<file path="config.mk">
export PLATFORM = sky130hd
export DESIGN_NAME = signed_integer_to_radix_text_flat
export DESIGN_NICKNAME = d
export VERILOG_FILES = /design/src/rtl/sirt_pkg.sv /design/src/rtl/sirt_if.sv /design/src/rtl/signed_integer_to_radix_text.sv /design/src/flat_wrapper.sv
export SDC_FILE = /design/constraint.sdc
export NUM_CORES = 1
export LEC_CHECK = 0
export CORE_MARGIN = 2
export CORE_UTILIZATION = 53
export DETAILED_ROUTE_END_ITERATION = 6
export DONT_BUFFER_PORTS = 1
export HOLD_SLACK_MARGIN = 0.12
export PLACE_DENSITY = 0.71
export RECOVER_POWER = 100
export REMOVE_ABC_BUFFERS = 1
export SKIP_CTS_REPAIR_TIMING = 1
export SLEW_MARGIN = 20
export SYNTH_ARGS = -nofsm -noshare
export SYNTH_HDL_FRONTEND = slang
export SYNTH_SLANG_ARGS = --single-unit
</file>
<file path="constraint.sdc">
create_clock -name i_clk -period 4.8 [get_ports i_clk]
set_input_delay 1.2 -clock i_clk [delete_from_list [all_inputs] [get_ports i_clk]]
set_output_delay 1.2 -clock i_clk [all_outputs]
set_load 0.005 [all_outputs]
</file>
<file path="src/rtl/sirt_pkg.sv">
// Shared constants and types for the signed integer to radix text converter.
// No dependencies; compiled first.
`default_nettype none

package sirt_pkg;

    // Default sizes, handed to the top level as parameter defaults
    localparam int unsigned VALUE_BITS_DEF = 32;
    localparam int unsigned MAX_RADIX_DEF  = 16;

    // Fixed field widths
    localparam int unsigned CHAR_W      = 8;
    localparam int unsigned RADIX_W     = 5;
    localparam int unsigned CFG_INDEX_W = 2;
    localparam int unsigned CFG_DATA_W  = 64;
    localparam int unsigned TABLE_W     = 2 * CFG_DATA_W;

    // Register indexes of the configuration port
    localparam logic [CFG_INDEX_W-1:0] REG_RADIX      = 2'd0;
    localparam logic [CFG_INDEX_W-1:0] REG_CHARS_LOW  = 2'd1;
    localparam logic [CFG_INDEX_W-1:0] REG_CHARS_HIGH = 2'd2;

    // Reset values and the smallest usable radix
    localparam logic [RADIX_W-1:0]    RESET_RADIX       = 5'd10;
    localparam logic [CFG_DATA_W-1:0] RESET_CHARS_LOW   = 64'h3736353433323130;
    localparam logic [CFG_DATA_W-1:0] RESET_CHARS_HIGH  = 64'h6665646362613938;
    localparam logic [RADIX_W-1:0]    MIN_RADIX         = 5'd2;

    localparam logic [CHAR_W-1:0] MINUS_CHAR = 8'h2D;

    typedef enum logic [2:0] {
        ST_IDLE = 3'b001,
        ST_DIV  = 3'b010,
        ST_EMIT = 3'b100
    } t_state;

endpackage

`default_nettype wire

</file>
<file path="src/rtl/sirt_if.sv">
// Valid/ready channel interfaces for the radix text converter: input value,
// output character and configuration write. Depends on sirt_pkg.
`default_nettype none

interface sirt_in_if #(
    parameter int unsigned VALUE_BITS = sirt_pkg::VALUE_BITS_DEF
);
    logic                         valid;
    logic                         ready;
    logic signed [VALUE_BITS-1:0] value;

    modport source (output valid, output value, input ready);
    modport sink   (input valid, input value, output ready);
endinterface

interface sirt_out_if;
    import sirt_pkg::*;

    logic              valid;
    logic              ready;
    logic [CHAR_W-1:0] character;
    logic              last;

    modport source (output valid, output character, output last, input ready);
    modport sink   (input valid, input character, input last, output ready);
endinterface

interface sirt_cfg_if;
    import sirt_pkg::*;

    logic                   valid;
    logic                   ready;
    logic [CFG_INDEX_W-1:0] index;
    logic [CFG_DATA_W-1:0]  data;

    modport source (output valid, output index, output data, input ready);
    modport sink   (input valid, input index, input data, output ready);
endinterface

`default_nettype wire

</file>
<file path="src/rtl/signed_integer_to_radix_text.sv">
// Signed integer to radix text converter: bit-serial division by the radix,
// digit stack, character lookup. Depends on sirt_pkg and the sirt_if interfaces.
//
//  channel  | dir | payload                  | transaction
//  ---------+-----+--------------------------+---------------------------
//  i_in     | in  | value (signed)           | one integer to convert
//  o_out    | out | character, last          | one text character
//  i_cfg    | in  | index, data              | one register write
//
// Each digit costs one division pass over all VALUE_BITS magnitude bits, one
// quotient bit per cycle through the restoring divide on the magnitude shift
// register. Characters then leave one per cycle while the output side takes them.
// i_in is ready only between items. The output register holds while o_out
// stalls; the last character may still wait there when the next item is taken.
// Reset is synchronous, active low; configuration writes are always taken.
`default_nettype none

module signed_integer_to_radix_text #(
    parameter int unsigned VALUE_BITS = sirt_pkg::VALUE_BITS_DEF,
    parameter int unsigned MAX_RADIX  = sirt_pkg::MAX_RADIX_DEF
) (
    input  wire      i_clk,
    input  wire      i_rst_n,
    sirt_in_if.sink  i_in,
    sirt_out_if.source o_out,
    sirt_cfg_if.sink i_cfg
);
    import sirt_pkg::*;

    localparam int unsigned DIG_W = $clog2(MAX_RADIX);
    localparam int unsigned REM_W = DIG_W + 1;
    localparam int unsigned BIT_W = $clog2(VALUE_BITS);
    localparam int unsigned CNT_W = $clog2(VALUE_BITS + 1);

    // Configuration
    logic [RADIX_W-1:0]    r_radix;
    logic [CFG_DATA_W-1:0] r_chars_low;
    logic [CFG_DATA_W-1:0] r_chars_high;

    // Control
    t_state             r_state, n_state;
    logic               r_neg, n_neg;
    logic               r_qnz, n_qnz;
    logic [CNT_W-1:0]   r_cnt, n_cnt;
    logic               r_ovalid, n_ovalid;

    // Datapath
    logic [VALUE_BITS-1:0] r_mag, n_mag;
    logic [DIG_W-1:0]      r_rem, n_rem;
    logic [BIT_W-1:0]      r_bit, n_bit;
    logic [CHAR_W-1:0]     r_char, n_char;
    logic                  r_last, n_last;
    logic [DIG_W-1:0]      r_stack [VALUE_BITS];

    logic                  w_push;
    logic                  w_pop;
    logic                  w_in_acc;
    logic [VALUE_BITS-1:0] w_val;
    logic [VALUE_BITS-1:0] w_abs;
    logic [REM_W-1:0]      w_radix;
    logic [REM_W-1:0]      w_rem_sh;
    logic [REM_W-1:0]      w_diff;
    logic                  w_ge;
    logic [DIG_W-1:0]      w_digit;
    logic [3:0]            w_dig4;
    logic [TABLE_W-1:0]    w_table;
    logic [CHAR_W-1:0]     w_lookup;

    assign i_in.ready  = (r_state == ST_IDLE);
    assign w_in_acc    = i_in.valid && i_in.ready;
    assign i_cfg.ready = 1'b1;

    assign o_out.valid     = r_ovalid;
    assign o_out.character = r_char;
    assign o_out.last      = r_last;

    // Clamp the radix register to the usable range
    always_comb begin
        if (r_radix < MIN_RADIX) begin
            w_radix = REM_W'(MIN_RADIX);
        end else if (r_radix > RADIX_W'(MAX_RADIX)) begin
            w_radix = REM_W'(MAX_RADIX);
        end else begin
            w_radix = REM_W'(r_radix);
        end
    end

    assign w_val = i_in.value;
    assign w_abs = w_val[VALUE_BITS-1] ? (~w_val + VALUE_BITS'(1)) : w_val;

    // One restoring divide step: bring down the next magnitude bit
    assign w_rem_sh = {r_rem, r_mag[VALUE_BITS-1]};
    assign w_ge     = (w_rem_sh >= w_radix);
    assign w_diff   = w_rem_sh - w_radix;
    assign w_digit  = w_ge ? w_diff[DIG_W-1:0] : w_rem_sh[DIG_W-1:0];

    assign w_dig4   = 4'(r_stack[0]);
    assign w_table  = {r_chars_high, r_chars_low};
    assign w_lookup = w_table[{w_dig4, 3'b000} +: CHAR_W];

    always_comb begin
        n_state  = r_state;
        n_neg    = r_neg;
        n_qnz    = r_qnz;
        n_cnt    = r_cnt;
        n_ovalid = r_ovalid;
        n_mag    = r_mag;
        n_rem    = r_rem;
        n_bit    = r_bit;
        n_char   = r_char;
        n_last   = r_last;
        w_push   = 1'b0;
        w_pop    = 1'b0;

        if (r_ovalid && o_out.ready) begin
            n_ovalid = 1'b0;
        end

        case (r_state)
            ST_IDLE: begin
                if (w_in_acc) begin
                    n_mag   = w_abs;
                    n_neg   = w_val[VALUE_BITS-1];
                    n_rem   = '0;
                    n_bit   = '0;
                    n_qnz   = 1'b0;
                    n_cnt   = '0;
                    n_state = ST_DIV;
                end
            end
            ST_DIV: begin
                n_mag = {r_mag[VALUE_BITS-2:0], w_ge};
                n_rem = w_digit;
                n_qnz = r_qnz | w_ge;
                n_bit = r_bit + BIT_W'(1);
                if (r_bit == BIT_W'(VALUE_BITS - 1)) begin
                    // End of pass: remainder is the next digit, quotient stays in r_mag
                    w_push = 1'b1;
                    n_cnt  = r_cnt + CNT_W'(1);
                    n_rem  = '0;
                    n_bit  = '0;
                    n_qnz  = 1'b0;
                    if (!(r_qnz | w_ge)) begin
                        n_state = ST_EMIT;
                    end
                end
            end
            ST_EMIT: begin
                if (!r_ovalid || o_out.ready) begin
                    n_ovalid = 1'b1;
                    if (r_neg) begin
                        n_char = MINUS_CHAR;
                        n_last = 1'b0;
                        n_neg  = 1'b0;
                    end else begin
                        n_char = w_lookup;
                        n_last = (r_cnt == CNT_W'(1));
                        n_cnt  = r_cnt - CNT_W'(1);
                        w_pop  = 1'b1;
                        if (r_cnt == CNT_W'(1)) begin
                            n_state = ST_IDLE;
                        end
                    end
                end
            end
            default: begin
                n_state = ST_IDLE;
            end
        endcase
    end

    always_ff @(posedge i_clk) begin
        if (!i_rst_n) begin
            r_state      <= ST_IDLE;
            r_neg        <= 1'b0;
            r_qnz        <= 1'b0;
            r_cnt        <= '0;
            r_ovalid     <= 1'b0;
            r_radix      <= RESET_RADIX;
            r_chars_low  <= RESET_CHARS_LOW;
            r_chars_high <= RESET_CHARS_HIGH;
        end else begin
            r_state  <= n_state;
            r_neg    <= n_neg;
            r_qnz    <= n_qnz;
            r_cnt    <= n_cnt;
            r_ovalid <= n_ovalid;
            if (i_cfg.valid && i_cfg.ready) begin
                case (i_cfg.index)
                    REG_RADIX:      r_radix      <= i_cfg.data[RADIX_W-1:0];
                    REG_CHARS_LOW:  r_chars_low  <= i_cfg.data;
                    REG_CHARS_HIGH: r_chars_high <= i_cfg.data;
                    default:        ;
                endcase
            end
        end
    end

    always_ff @(posedge i_clk) begin
        r_mag  <= n_mag;
        r_rem  <= n_rem;
        r_bit  <= n_bit;
        r_char <= n_char;
        r_last <= n_last;
    end

    // Digit stack: push at the bottom while dividing, pop from the bottom while emitting
    always_ff @(posedge i_clk) begin
        if (w_push) begin
            for (int i = VALUE_BITS - 1; i > 0; i--) begin
                r_stack[i] <= r_stack[i-1];
            end
            r_stack[0] <= w_digit;
        end else if (w_pop) begin
            for (int i = 0; i < VALUE_BITS - 1; i++) begin
                r_stack[i] <= r_stack[i+1];
            end
        end
    end

endmodule

`default_nettype wire
</file>
<file path="src/flat_wrapper.sv">
// flat-port wrapper written by rule: the top's interface ports become plain ports
module signed_integer_to_radix_text_flat import sirt_pkg::*;
#(
    parameter int unsigned VALUE_BITS = sirt_pkg::VALUE_BITS_DEF,
    parameter int unsigned MAX_RADIX  = sirt_pkg::MAX_RADIX_DEF
)
  (i_clk, i_rst_n, i_in_valid, i_in_value, i_in_ready, o_out_valid, o_out_character, o_out_last, o_out_ready, i_cfg_valid, i_cfg_index, i_cfg_data, i_cfg_ready);
  sirt_in_if #(.VALUE_BITS(VALUE_BITS)) i_in_i ();
  sirt_out_if o_out_i ();
  sirt_cfg_if i_cfg_i ();
  input  wire i_clk;
  input  wire i_rst_n;
  input wire logic [$bits(i_in_i.valid)-1:0] i_in_valid;
  input wire logic [$bits(i_in_i.value)-1:0] i_in_value;
  output wire logic [$bits(i_in_i.ready)-1:0] i_in_ready;
  output wire logic [$bits(o_out_i.valid)-1:0] o_out_valid;
  output wire logic [$bits(o_out_i.character)-1:0] o_out_character;
  output wire logic [$bits(o_out_i.last)-1:0] o_out_last;
  input wire logic [$bits(o_out_i.ready)-1:0] o_out_ready;
  input wire logic [$bits(i_cfg_i.valid)-1:0] i_cfg_valid;
  input wire logic [$bits(i_cfg_i.index)-1:0] i_cfg_index;
  input wire logic [$bits(i_cfg_i.data)-1:0] i_cfg_data;
  output wire logic [$bits(i_cfg_i.ready)-1:0] i_cfg_ready;
  assign i_in_i.valid = i_in_valid;
  assign i_in_i.value = i_in_value;
  assign i_in_ready = i_in_i.ready;
  assign o_out_valid = o_out_i.valid;
  assign o_out_character = o_out_i.character;
  assign o_out_last = o_out_i.last;
  assign o_out_i.ready = o_out_ready;
  assign i_cfg_i.valid = i_cfg_valid;
  assign i_cfg_i.index = i_cfg_index;
  assign i_cfg_i.data = i_cfg_data;
  assign i_cfg_ready = i_cfg_i.ready;
  signed_integer_to_radix_text #(.VALUE_BITS(VALUE_BITS), .MAX_RADIX(MAX_RADIX)) u_core (.i_clk(i_clk), .i_rst_n(i_rst_n), .i_in(i_in_i), .o_out(o_out_i), .i_cfg(i_cfg_i));
endmodule
</file>
Word-level counts from Yosys, hierarchy flattened

Memories as Yosys holds them, arrays and structs flattened.
Cells that the tools add are included.

Output and inout bits: 12
Register bits after elaboration: 195
Word-level logic and storage cells: 159
Memory bits (writable): 128
Memories: 1

Shift operators: 1
Reductions and logical operators: 16
Equality and inequality tests: 13
Multiplexer cells: 74
$lt $le $gt $ge: 3
Add/sub/neg operators: 5
Bitwise logic cells: 33

Memories:

| memory         | words | bits a word | rd ports | clocked after memory_dff | wr ports | line                               | text |
|---|---|---|---|---|---|---|---|
| u_core.r_stack | 32    | 4           | 32       | 0                        | 32       | signed_integer_to_radix_text.sv:53 | `logic [DIG_W-1:0] r_stack [VALUE_BITS];` |

Operators by type and width:

| kind                    | number |
|---|---|
| $mux W4                 | 34 |
| $shiftx A128 B8 Y8      | 1 |
| $mux W32                | 2 |
| $pmux W32 S2            | 1 |
| $add A32 B1 Y32 const B | 1 |
| $not A32 Y32            | 1 |
| $or A1 B1 Y1            | 32 |
| $mux W6                 | 4 |
| $mux W5                 | 4 |
| $mux W3                 | 6 |
| $pmux W6 S3             | 1 |
| $mux W1                 | 17 |
| $pmux W5 S2             | 1 |
| $reduce_and A2 Y1       | 5 |
| $pmux W3 S3             | 1 |
| $pmux W4 S2             | 1 |
| $add A6 B1 Y6 const B   | 1 |
| $eq A6 B1 Y1 const B    | 1 |
| $ne A2 B1 Y1 const B    | 3 |
| $ne A2 B2 Y1 const B    | 3 |
| $reduce_and A6 Y1       | 1 |
| $sub A6 B1 Y6 const B   | 1 |
| $add A5 B1 Y5 const B   | 1 |
| $eq A5 B5 Y1 const B    | 1 |
| other kinds (18)        | 21 |

Logic depth before layout (Yosys ltp)

Word-level depth: 8
Gate-level depth with buffers: 11
Gate-level depth less buffers: 10

Worst setup path before layout

No wires, ideal clock.

Path kind: in2reg
Start point: input o_out_ready
End point: memory u_core.r_stack[0][0] in the netlist's numbering (enable)
Setup time: 0.488 ns
Slack: -0.018 ns
Cell stages on the path: 4
Arrival time: 4.330 ns
Required time: 4.312 ns
Cell sequence: nor2b_1 > or3_1 > buf_2 > nand2_1

RTL lines:

| item        | line                               | text |
|---|---|---|
| from (decl) | flat_wrapper.sv:19                 | `input wire logic [$bits(o_out_i.ready)-1:0] o_out_ready;` |
| to (decl)   | signed_integer_to_radix_text.sv:53 |  |

Worst setup path after layout

Start point: register u_core.r_state[0]
End point: register u_core.r_mag[27] (enable)

Cells in the longest elaborated chain, start to end: 4
Elaborated cells on any way between the ends: 6
Classes of those cells: eq/ne (3); reduce/logical (3)

Ends and longest elaborated chain:

| item                            | line                                | text |
|---|---|---|
| from (decl)                     | signed_integer_to_radix_text.sv:41  | `t_state r_state, n_state;` |
| from (signal assigned)          | signed_integer_to_radix_text.sv:183 | `r_state <= n_state;` |
| $eq A3 B1 Y1 (*)                | signed_integer_to_radix_text.sv:69  | `assign i_in.ready = (r_state == ST_IDLE);` |
| named net i_in_ready            | flat_wrapper.sv:15                  | `output wire logic [$bits(i_in_i.ready)-1:0] i_in_ready;` |
| $logic_and A1 B1 Y1             | signed_integer_to_radix_text.sv:70  | `assign w_in_acc = i_in.valid && i_in.ready;` |
| $ne A2 B2 Y1 (no line)          | n/a                                 |  |
| $reduce_and A2 Y1 (no line) (*) | n/a                                 |  |
| to (signal assigned)            | signed_integer_to_radix_text.sv:200 | `r_mag <= n_mag;` |
| to (decl)                       | signed_integer_to_radix_text.sv:48  | `logic [VALUE_BITS-1:0] r_mag, n_mag;` |

The timed path passes the listed nets; every way through them passes the cells marked *.
A chain may end at the register's enable or synchronous reset.

==> impl_metrics.json <==
{
  "status": "finished, violations left",
  "violations": "max-capacitance violations, max-slew violations",
  "cp-end-kind": "register",
  "synth_edf_count": 178,
  "core_mm2": 0.0267,
  "nNetsFinal": 1473,
  "overflow": 0,
  "post-route-min-period_ns": 3.49,
  "tns_ns": 0,
  "grt_pass1_vias": 9619,
  "route.vias.total": 10000,
  "synthFlopType": "edfxtp_1",
  "slew_headroom_pct": -94.6,
  "post-route-drc-count": 0,
  "grt_max_degree": 121,
  "leakage_uw": 0.00571,
  "drt_iter0_markers": 873,
  "drive_gt1_share_pct": 8.24,
  "wl_per_cell_um": 17.3,
  "numPortBuffers": 0,
  "hold_path.class": "register to register",
  "drt_pass1_iterations": 5,
  "hpwl_mm": 18.1,
  "insertedDiodeCount": 0,
  "crit_required_ns": 4.89,
  "die_y_um": 168,
  "path_max_fanout": 32,
  "finalPower_uw": 6140,
  "multi_input_area_mm2": 0.00558,
  "crit_start": "u_core.r_state[0]",
  "rsz0062_at_grt": "false",
  "start_util_pct": 53.5,
  "drv_cap": 5,
  "final_common_cell": "nand2_1",
  "reg2reg_depth": 4,
  "fin_crit_sh_pct": 72.7,
  "critical_path_class": "register to register",
  "setup_viol": 0,
  "synth_cell_types": 55,
  "clkSlewWorstSetupHoldPaths_ns": 0.06,
  "r2r_end": "u_core.r_mag[27]",
  "cts_buffer_depth": 3,
  "worst_pin_slew_ns": 2.92,
  "yosys_register_bits": 323,
  "power.density_mw_per_mm2": 393,
  "yosysSeqAreaShare_pct": 57.8,
  "maxSlewViolCount": 274,
  "grtUsageTotal_pct": 21.3,
  "whs_ns": 0.450,
  "area_growth_pct": 9.68,
  "ios": 115,
  "min_path_cells": 0,
  "antenna_found_initial": 0,
  "reg2reg_from": "u_core.r_state[0]",
  "synthCells": 1406,
  "rows": 60,
  "gp_congestion": 0.848,
  "cts_buffers": 34,
  "cp.arrival_ns": 3.58,
  "cts.sinks": 323,
  "via_per_inst": 5.80,
  "yosysWarningCount": 0,
  "fmax_ghz": 0.287,
  "die_w_um": 168,
  "async_flop_share_pct": 0,
  "holdPathEnd": "u_core.r_stack[1][63]",
  "fin_area_mm2": 0.0156,
  "post-route-util_pct": 58.7,
  "clk_latency_ns": 0.51,
  "final_cell_mix": "475 x nand2_1, 178 x edfxtp_1, 145 x dfxtp_1, 99 x a21oi_1, 63 x nand3_1",
  "grt_pass1_wl_mm": 49.2,
  "worst-r2r-setup-slack_ns": 1.31,
  "min_from": "u_core.r_stack[1][59]",
  "post_dp_cell_area_mm2": 0.0145,
  "clock_skew_ns": 0.0200,
  "nFillCells": 2216,
  "cts_tree": "yes",
  "die-area_mm2": 0.0282,
  "clockRootBuffer": "clkbuf_16",
  "synth_area_mm2": 0.0143,
  "critPathLaunchType": "register",
  "drt_wl_total_mm": 29.9,
  "regArea_mm2": 0.00825,
  "timing_hold_violations_final": 0,
  "ir_drop_mv": 0.457,
  "ant_nets": 0,
  "htreeDepth": 2,
  "syn_avg_cell_area_um2": 10.1
}
## cell type report
cell class                      count  area share, %
Sequential cell                   323           52.7
Tap cell                          341           2.73
Clock inverter                     18           1.36
Timing Repair Buffer               14          0.768
Clock buffer                       44           6.35
Inverter                           17          0.408
Multi-Input combinational cell    968           35.6
## through the flow
| step | instances | setup slack [ns] |
|---|---|---|
| finish | 1725 | 1.31 |
| global route | 1725 | 1.01 |
| CTS | 1724 | 1.92 |
| detailed placement | 1662 | 1.63 |
| global placement | 1662 | 1.65 |
| floorplan | 1308 | -3.04 |
## how the worst max path moves through the flow
stage / endpoint
global route: u_core.r_mag[30]
detailed placement: u_core.r_stack[0][3]
CTS: u_core.r_stack[1][35]
floorplan: u_core.r_stack[1][0]
global placement: u_core.r_stack[0][2]
finish: u_core.r_mag[27]
## cell families after synthesis
group                    synth area share [%]
adder cells (fa/ha/maj)                  1.11
other                                  0.0263
flip-flops                               57.8
AO/OA/AOI/OAI                            10.6
buffers and inverters                    3.10
XOR/XNOR                                 2.03
multiplexers                             6.89
AND/OR/NAND/NOR                          18.4
## critical path, stage by stage (launching register included)
cell      delay [ns]
dfxtp_1         0.38
nor3b_1         0.61
nand2_1         0.28
nand2_1         0.42
clkbuf_1        1.34
## cell usage after synthesis (4+ instances only)
cell type / number / area [um^2]
o22ai_1: 7 / 43.8
o41ai_1: 6 / 52.6
nand2b_1: 5 / 31.3
o31ai_1: 10 / 75.1
or2_2: 6 / 37.5
mux2i_1: 16 / 160
clkbuf_1: 78 / 293
inv_1: 16 / 60.1
ha_1: 11 / 138
nor3b_1: 5 / 37.5
a211oi_1: 5 / 37.5
buf_1: 14 / 52.6
xnor2_1: 5 / 43.8
nand3_1: 63 / 315
edfxtp_1: 178 / 5350
a21oi_1: 99 / 495
or3_1: 4 / 25.0
o21ai_0: 36 / 180
nor2_1: 43 / 161
mux4_2: 36 / 811
xor2_1: 28 / 245
buf_2: 5 / 25.0
nand4_1: 4 / 25.0
nor3_1: 6 / 30.0
dfxtp_1: 145 / 2900
a22o_1: 60 / 526
nand2_1: 476 / 1790
## where the power goes
group | switching, uW | internal [uW] | leakage [uW]
logic | 173 | 120 | 0.00240
clock network | 1070 | 1730 | 0.000596
registers | 42.5 | 3010 | 0.00272
## routing by layer
layer  global-route usage (%)  routed length, um
met1                     28.5              12800
met2                     34.5              14400
met3                     5.95               2220
met4                     5.26                524
met5                        0                  0
## flip-flops by register name, summed over array words and instances (netlist names), 3 cells and up
signal	cells
u_core.r_state	3
u_core.r_chars_low	64
u_core.r_mag	32
u_core.r_radix	5
u_core.o_out.character	8
u_core.r_bit	5
u_core.r_chars_high	64
u_core.r_cnt	6
u_core.r_rem	4
u_core.r_stack	128
Note: power is estimated with default switching activity, not from simulation.
